--- config.mk ---
export PLATFORM = sky130hd
export DESIGN_NAME = plen_cell
export DESIGN_NICKNAME = d
export VERILOG_FILES = /design/src/hdl/plen_pkg.sv /design/src/hdl/plen_cell.sv
export SDC_FILE = /design/constraint.sdc
export NUM_CORES = 1
export LEC_CHECK = 0
export ABC_AREA = 0
export BUFFER_PORTS_ARGS = -buffer_cell sky130_fd_sc_hd__buf_2
export CORE_UTILIZATION = 39
export CTS_CLUSTER_DIAMETER = 60
export DETAILED_ROUTE_END_ITERATION = 8
export HOLD_SLACK_MARGIN = 0.06
export PLACE_DENSITY = 0.77
export SLEW_MARGIN = 25
export SYNTH_ARGS = -nofsm -noshare
export SYNTH_HDL_FRONTEND = slang
export SYNTH_SLANG_ARGS = --single-unit
--- constraint.sdc ---
create_clock -name clk -period 2.8 [get_ports clk]
set_input_delay 0.56 -clock clk [delete_from_list [all_inputs] [get_ports clk]]
set_output_delay 0.56 -clock clk [all_outputs]
set_load 0.03 [all_outputs]
--- src/hdl/plen_pkg.sv ---
package plen_pkg;

	// Default list capacity and the fixed field widths of the two channels.
	localparam int CAPACITY_DEF = 256;
	localparam int ACT_W        = 2;
	localparam int POS_W        = 9;
	localparam int DATA_W       = 32;
	localparam int STAT_W       = 3;

	// Cell index width; it covers a chain of up to 4096 cells.
	localparam int IDX_MAX_W    = 12;

	typedef enum logic [ACT_W-1:0] {
		ACT_INSERT = 2'd0,
		ACT_REMOVE = 2'd1,
		ACT_READ   = 2'd2,
		ACT_FIND   = 2'd3
	} action_t;

	typedef enum logic [STAT_W-1:0] {
		STAT_OK       = 3'd0,
		STAT_EMPTY    = 3'd1,
		STAT_BADPOS   = 3'd2,
		STAT_NOTFOUND = 3'd3,
		STAT_FULL     = 3'd4
	} status_t;

	typedef enum logic [1:0] {
		CELL_HOLD,
		CELL_INSERT,
		CELL_REMOVE,
		CELL_ROTATE
	} cell_op_t;

	// Command broadcast to every cell of the chain.
	typedef struct packed {
		cell_op_t               op;
		logic [IDX_MAX_W-1:0]   target;
		logic [IDX_MAX_W-1:0]   last;
	} cell_ctl_t;

	typedef enum logic {
		CS_IDLE,
		CS_SCAN
	} ctl_state_t;

endpackage

--- src/hdl/plen_cell.sv ---
module plen_cell #(
	parameter int IDX = 0
) (
	input  logic                               clk,
	input  plen_pkg::cell_ctl_t                ctl,
	input  logic signed [plen_pkg::DATA_W-1:0] load_value,
	input  logic signed [plen_pkg::DATA_W-1:0] left_value,
	input  logic signed [plen_pkg::DATA_W-1:0] right_value,
	input  logic signed [plen_pkg::DATA_W-1:0] head_value,
	output logic signed [plen_pkg::DATA_W-1:0] entry
);
	import plen_pkg::*;

	localparam logic [IDX_MAX_W-1:0] MY_IDX = IDX_MAX_W'(IDX);

	logic signed [DATA_W-1:0] entry_q;
	logic signed [DATA_W-1:0] entry_d;

	// Each cell picks its next value from itself, a neighbor, the head or the new value.
	always_comb begin
		entry_d = entry_q;
		case (ctl.op)
			CELL_INSERT: begin
				if (MY_IDX == ctl.target) begin
					entry_d = load_value;
				end else if (MY_IDX > ctl.target) begin
					entry_d = left_value;
				end
			end
			CELL_REMOVE: begin
				if (MY_IDX >= ctl.target) begin
					entry_d = right_value;
				end
			end
			CELL_ROTATE: begin
				if (MY_IDX == ctl.last) begin
					entry_d = head_value;
				end else if (MY_IDX < ctl.last) begin
					entry_d = right_value;
				end
			end
			default: begin
				entry_d = entry_q;
			end
		endcase
	end

	always_ff @(posedge clk) begin
		entry_q <= entry_d;
	end

	assign entry = entry_q;

endmodule

Word-level counts from Yosys, hierarchy flattened
Index checks and enable logic that the tools add are counted.
- register bits after elaboration: 32
- bits in latches: 0
- bits in writable memories: 0
- bits in read-only memories: 0
- input bits: 155
- output and inout bits: 32
- logic and storage cells: 20
- memories kept: 0
- $add $sub $neg: 0
- $mul: 0
- divide/modulo/power cells: 0
- $lt $le $gt $ge: 3
- eq/ne operators: 6
- shift-type cells: 0
- multiplexer cells: 6
- bitwise logic cells: 0
- reductions and logical operators: 4
- operator list (operator ; number):
    32-bit 2-to-1 mux ; 5
    32-bit one-hot mux with 3 select lines ; 1
    12-bit logical NOT ; 2
    1-bit by 12-bit >= comparator with 1-bit output (first input constant) ; 1
    1-bit by 12-bit greater-than comparator with 1-bit output (first input constant) ; 1
    1-bit by 12-bit less-than comparator with 1-bit output (first input constant) ; 1
    3-bit inequality test (second input constant) ; 2
    2-bit == test (second input constant) ; 2
    4-bit AND reduction ; 1
    3-bit nonzero test ; 1
    2-bit by 1-bit == test with 1-bit output (second input constant) ; 1
    2-bit inequality test (second input constant) ; 1

Logic depth before layout (Yosys ltp)
- depth in word-level cells: 4
- gate-level depth with buffers: 6
- depth with buffers taken out: 4

Least setup slack after synthesis
OpenSTA, ideal clock, no wires.
- kind: input-to-reg
- start point: in ctl[16] (netlist name)
- end point: reg entry_q[0], in the netlist entry[0], enable pin
- setup time: 393 ps
- data arrival time: 2009 ps
- data required time: 2407 ps
- path slack: 399 ps
- cell stages on the path: 4
- path buffers: 1
- path through: nor4_2 > and3_1 > buf_6 > maj3_1
- longest elaborated chain between the ends: 3
- elaborated cells on any way between the ends: 6
- those cells by class: 2 x order compare; 2 x eq/ne; 2 x reduce/logical
- ends and longest elaborated chain (item ; line ; text):
    start: declaration ; plen_cell.sv:5 ; input plen_pkg::cell_ctl_t ctl,
    1-bit by 12-bit greater-than comparator with 1-bit output, or another cell as far along ; plen_cell.sv:26 ; end else if (MY_IDX > ctl.target) begin
    3-bit inequality test (no source line) or 2-bit inequality test (tied branches) ; n/a ;
    4-bit AND reduction (no source line) * ; n/a ;
    end signal: assignment ; plen_cell.sv:49 ; entry_q <= entry_d;
    end: declaration ; plen_cell.sv:16 ; logic signed [DATA_W-1:0] entry_q;
Mark *: on every way between the ends. The rest lies on a longest branch, timed or not.
A chain may end at the register's enable or synchronous reset.

Worst setup path in the final report
- start point: in ctl[1] (netlist name)
- end point: reg entry_q[7], in the netlist entry[7] (data pin)
- longest elaborated chain between the ends: 3
- ends and longest elaborated chain (item ; line ; text):
    12-bit logical NOT ; plen_cell.sv:36 ; if (MY_IDX == ctl.last) begin
    32-bit 2-to-1 mux ; plen_cell.sv:36 ;
    32-bit one-hot mux with 3 select lines ; plen_cell.sv:22 ; case (ctl.op)
    net entry_d[7] ; plen_cell.sv:17 ; logic signed [DATA_W-1:0] entry_d;
The timed path passes the listed nets, and every way through them passes these cells.

==> flow_metrics.py <==
metrics = {
    "clocking": {
        "cts_resized": 0,
        "numCtsBuffers": 5,
        "hold_buffers": 0,
        "htree_levels": 2,
        "clock_sinks": 32,
        "cts_tree": "yes",
        "clk_pin_slew_worst_paths_ns": 0.06,
        "root_buffer": "clkbuf_8",
        "clock_path_buffers": 2,
        "cts_setup_buffers": 0,
    },
    "final_layout": {
        "final_cell_mix": "buf_2, nor3_1, o21ai_1",
        "final_nets": 564,
        "area_delta_synth_final_pct": 45.6,
        "largest_reg_flops": 32,
        "layout_commonest_cell": "buf_2",
        "diodes": 0,
        "drive_gt1_share_pct": 58.3,
        "fillCellCount": 526,
    },
    "timing": {
        "min_period_ns": 1.79,
        "tns_ns": 0,
        "setup_viol": 0,
        "finalHoldViolations": 0,
        "fin_crit_sh_pct": 63.8,
        "final_max_slew_viol_count": 0,
        "max_freq_ghz": 0.559,
        "holdWs_ns": 0.651,
        "rsz0062_at_grt": "no",
        "tightest_slew_ns": 0.505,
        "max-slew-margin-rel_pct": 66.3,
    },
    "routing": {
        "drtPass1Iterations": 6,
        "wirelength_mm": 7.92,
        "dr.first_iter.drc_count": 179,
        "wl_per_cell_um": 16.4,
        "ant_nets": 0,
        "drcViolationCount": 0,
        "via_count": 2658,
        "vias_per_cell": 5.51,
    },
    "synthesis": {
        "ys_seq_elements": 32,
        "synth_ff_type": "edfxtp_1",
        "synth_edf_count": 32,
        "synth.distinct_cells": 19,
        "seq_area_frac_synth_pct": 42.2,
        "synth_area_leaders": "edfxtp_1, a211oi_2, nor3_1",
        "synth_area_per_cell_um2": 9.85,
        "synthArstFlopShare_pct": 0,
        "yosysWarnings": 0,
        "synth_cells": 231,
        "synth_nets": 386,
        "syn_area_mm2": 0.00228,
        "synth_top_area_cell": "edfxtp_1",
        "synth_top_area_share_pct": 42.2,
    },
    "setup_path": {
        "arrival_ns": 1.90,
        "crit_fanout": 32,
        "max_stage_delay_ns": 0.52,
        "crit_chain": "buf_2, nor4_4, and4_4, o21ai_1, a211oi_2",
        "crit_path_start_kind": "input port",
        "crit_slowest_cell": "and4_4",
        "crit_path_end_kind": "flip-flop",
        "critPathKind": "in -> reg",
        "required_ns": 2.91,
    },
    "global_routing": {
        "grt_pass1_vias": 2712,
        "track_usage_pct": 26.6,
        "grt.overflow.total": 0,
        "grt_pass1_wl_mm": 12.6,
        "grt_antenna_before_repair": 0,
        "grt_max_degree": 38,
    },
    "power": {
        "p_leak_uw": 0.00137,
        "powerDensity_mw_per_mm2": 378,
        "p_total_uw": 1250,
        "ir_worst_vdd_v": 0.000181,
    },
    "min_path": {
        "hold_path.class": "in -> reg",
        "min_from": "load_value[10]",
        "whs_path_depth": 3,
        "min_to": "entry[10]$_DFFE_PP_",
    },
    "floorplanning": {
        "die_area_mm2": 0.00614,
        "floorplan.die.height_um": 78.4,
        "boundaryPins": 187,
        "row_count": 27,
        "coreArea_mm2": 0.00557,
        "die_w_um": 78.4,
        "start_util_pct": 40.8,
    },
    "flow_run": {
        "drv_cap": 0,
    },
    "placement": {
        "gp_congestion": 0.871,
        "place.port_buffers": 186,
        "hpwl_mm": 6.08,
    },
    "run_status": {
        "outcome": "finished clean",
    },
}
## cells by family after synthesis
group / share of synthesized area, %
buf+inv: 7.15
simple gates: 19.0
flops: 42.2
compound gates: 31.2
fa+ha+maj: 0.440
## Yosys cell counts (2+ instances only)
cell type  count
nor3_1        65
buf_6          7
nor4_2         4
a211oi_2      30
edfxtp_1      32
o21ai_0       26
o21ai_1       38
clkbuf_1      12
buf_2          4
a211oi_1       2
clkbuf_2       3
## critical path: cells and delay by family
family                 cells  cell delay, ns
buffers and inverters      1            0.11
AO/OA/AOI/OAI              2            0.38
AND/OR/NAND/NOR            2            0.84
## final cells by class
class | instances | area (µm²) | share of cell area, %
clock inverters | 1 | 3.75 | 0.113
clock buffers | 7 | 76.3 | 2.30
flip-flops and latches | 32 | 961 | 29.0
well taps | 72 | 90.1 | 2.72
repair buffers | 197 | 1030 | 31.0
inverters | 1 | 3.75 | 0.113
multi-input cells | 172 | 1150 | 34.8
## routing by layer
metal / wire length, µm / vias to the layer above / global-route usage (%)
met3: 699 / 16 / 6.86
met1: 2890 / 1229 / 28.7
met2: 4150 / 141 / 49.6
met5: 0 / - / 0
met4: 180 / 0 / 9.81
li1: - / 1272 / -
## metrics by stage
stage | cell area [µm²] | setup slack [ns] | std cells | util, %
6_report | 3310 | 1.01 | 482 | 59.4
3_5_place_dp | 3230 | 0.734 | 474 | 58.0
5_1_grt | 3310 | 0.929 | 482 | 59.4
4_1_cts | 3310 | 1.02 | 482 | 59.4
3_3_place_gp | 3230 | 0.783 | 474 | 58.0
2_1_floorplan | 2280 | 0.399 | 231 | -
## power by group
part	leakage (µW)	switching (µW)	internal (µW)
clock network	0.0000399	162	173
registers	0.000306	8.50	570
logic	0.00102	189	150
## worst max path at each step
stage,start,endpoint,cells past startpoint
2_1_floorplan,ctl[16],entry[0]$_DFFE_PP_,4
3_3_place_gp,ctl[19],entry[18]$_DFFE_PP_,5
3_5_place_dp,ctl[1],entry[7]$_DFFE_PP_,5
4_1_cts,ctl[1],entry[7]$_DFFE_PP_,5
5_1_grt,ctl[5],entry[8]$_DFFE_PP_,5
6_report,ctl[1],entry[7]$_DFFE_PP_,5
(Power assumes the default switching activity.)
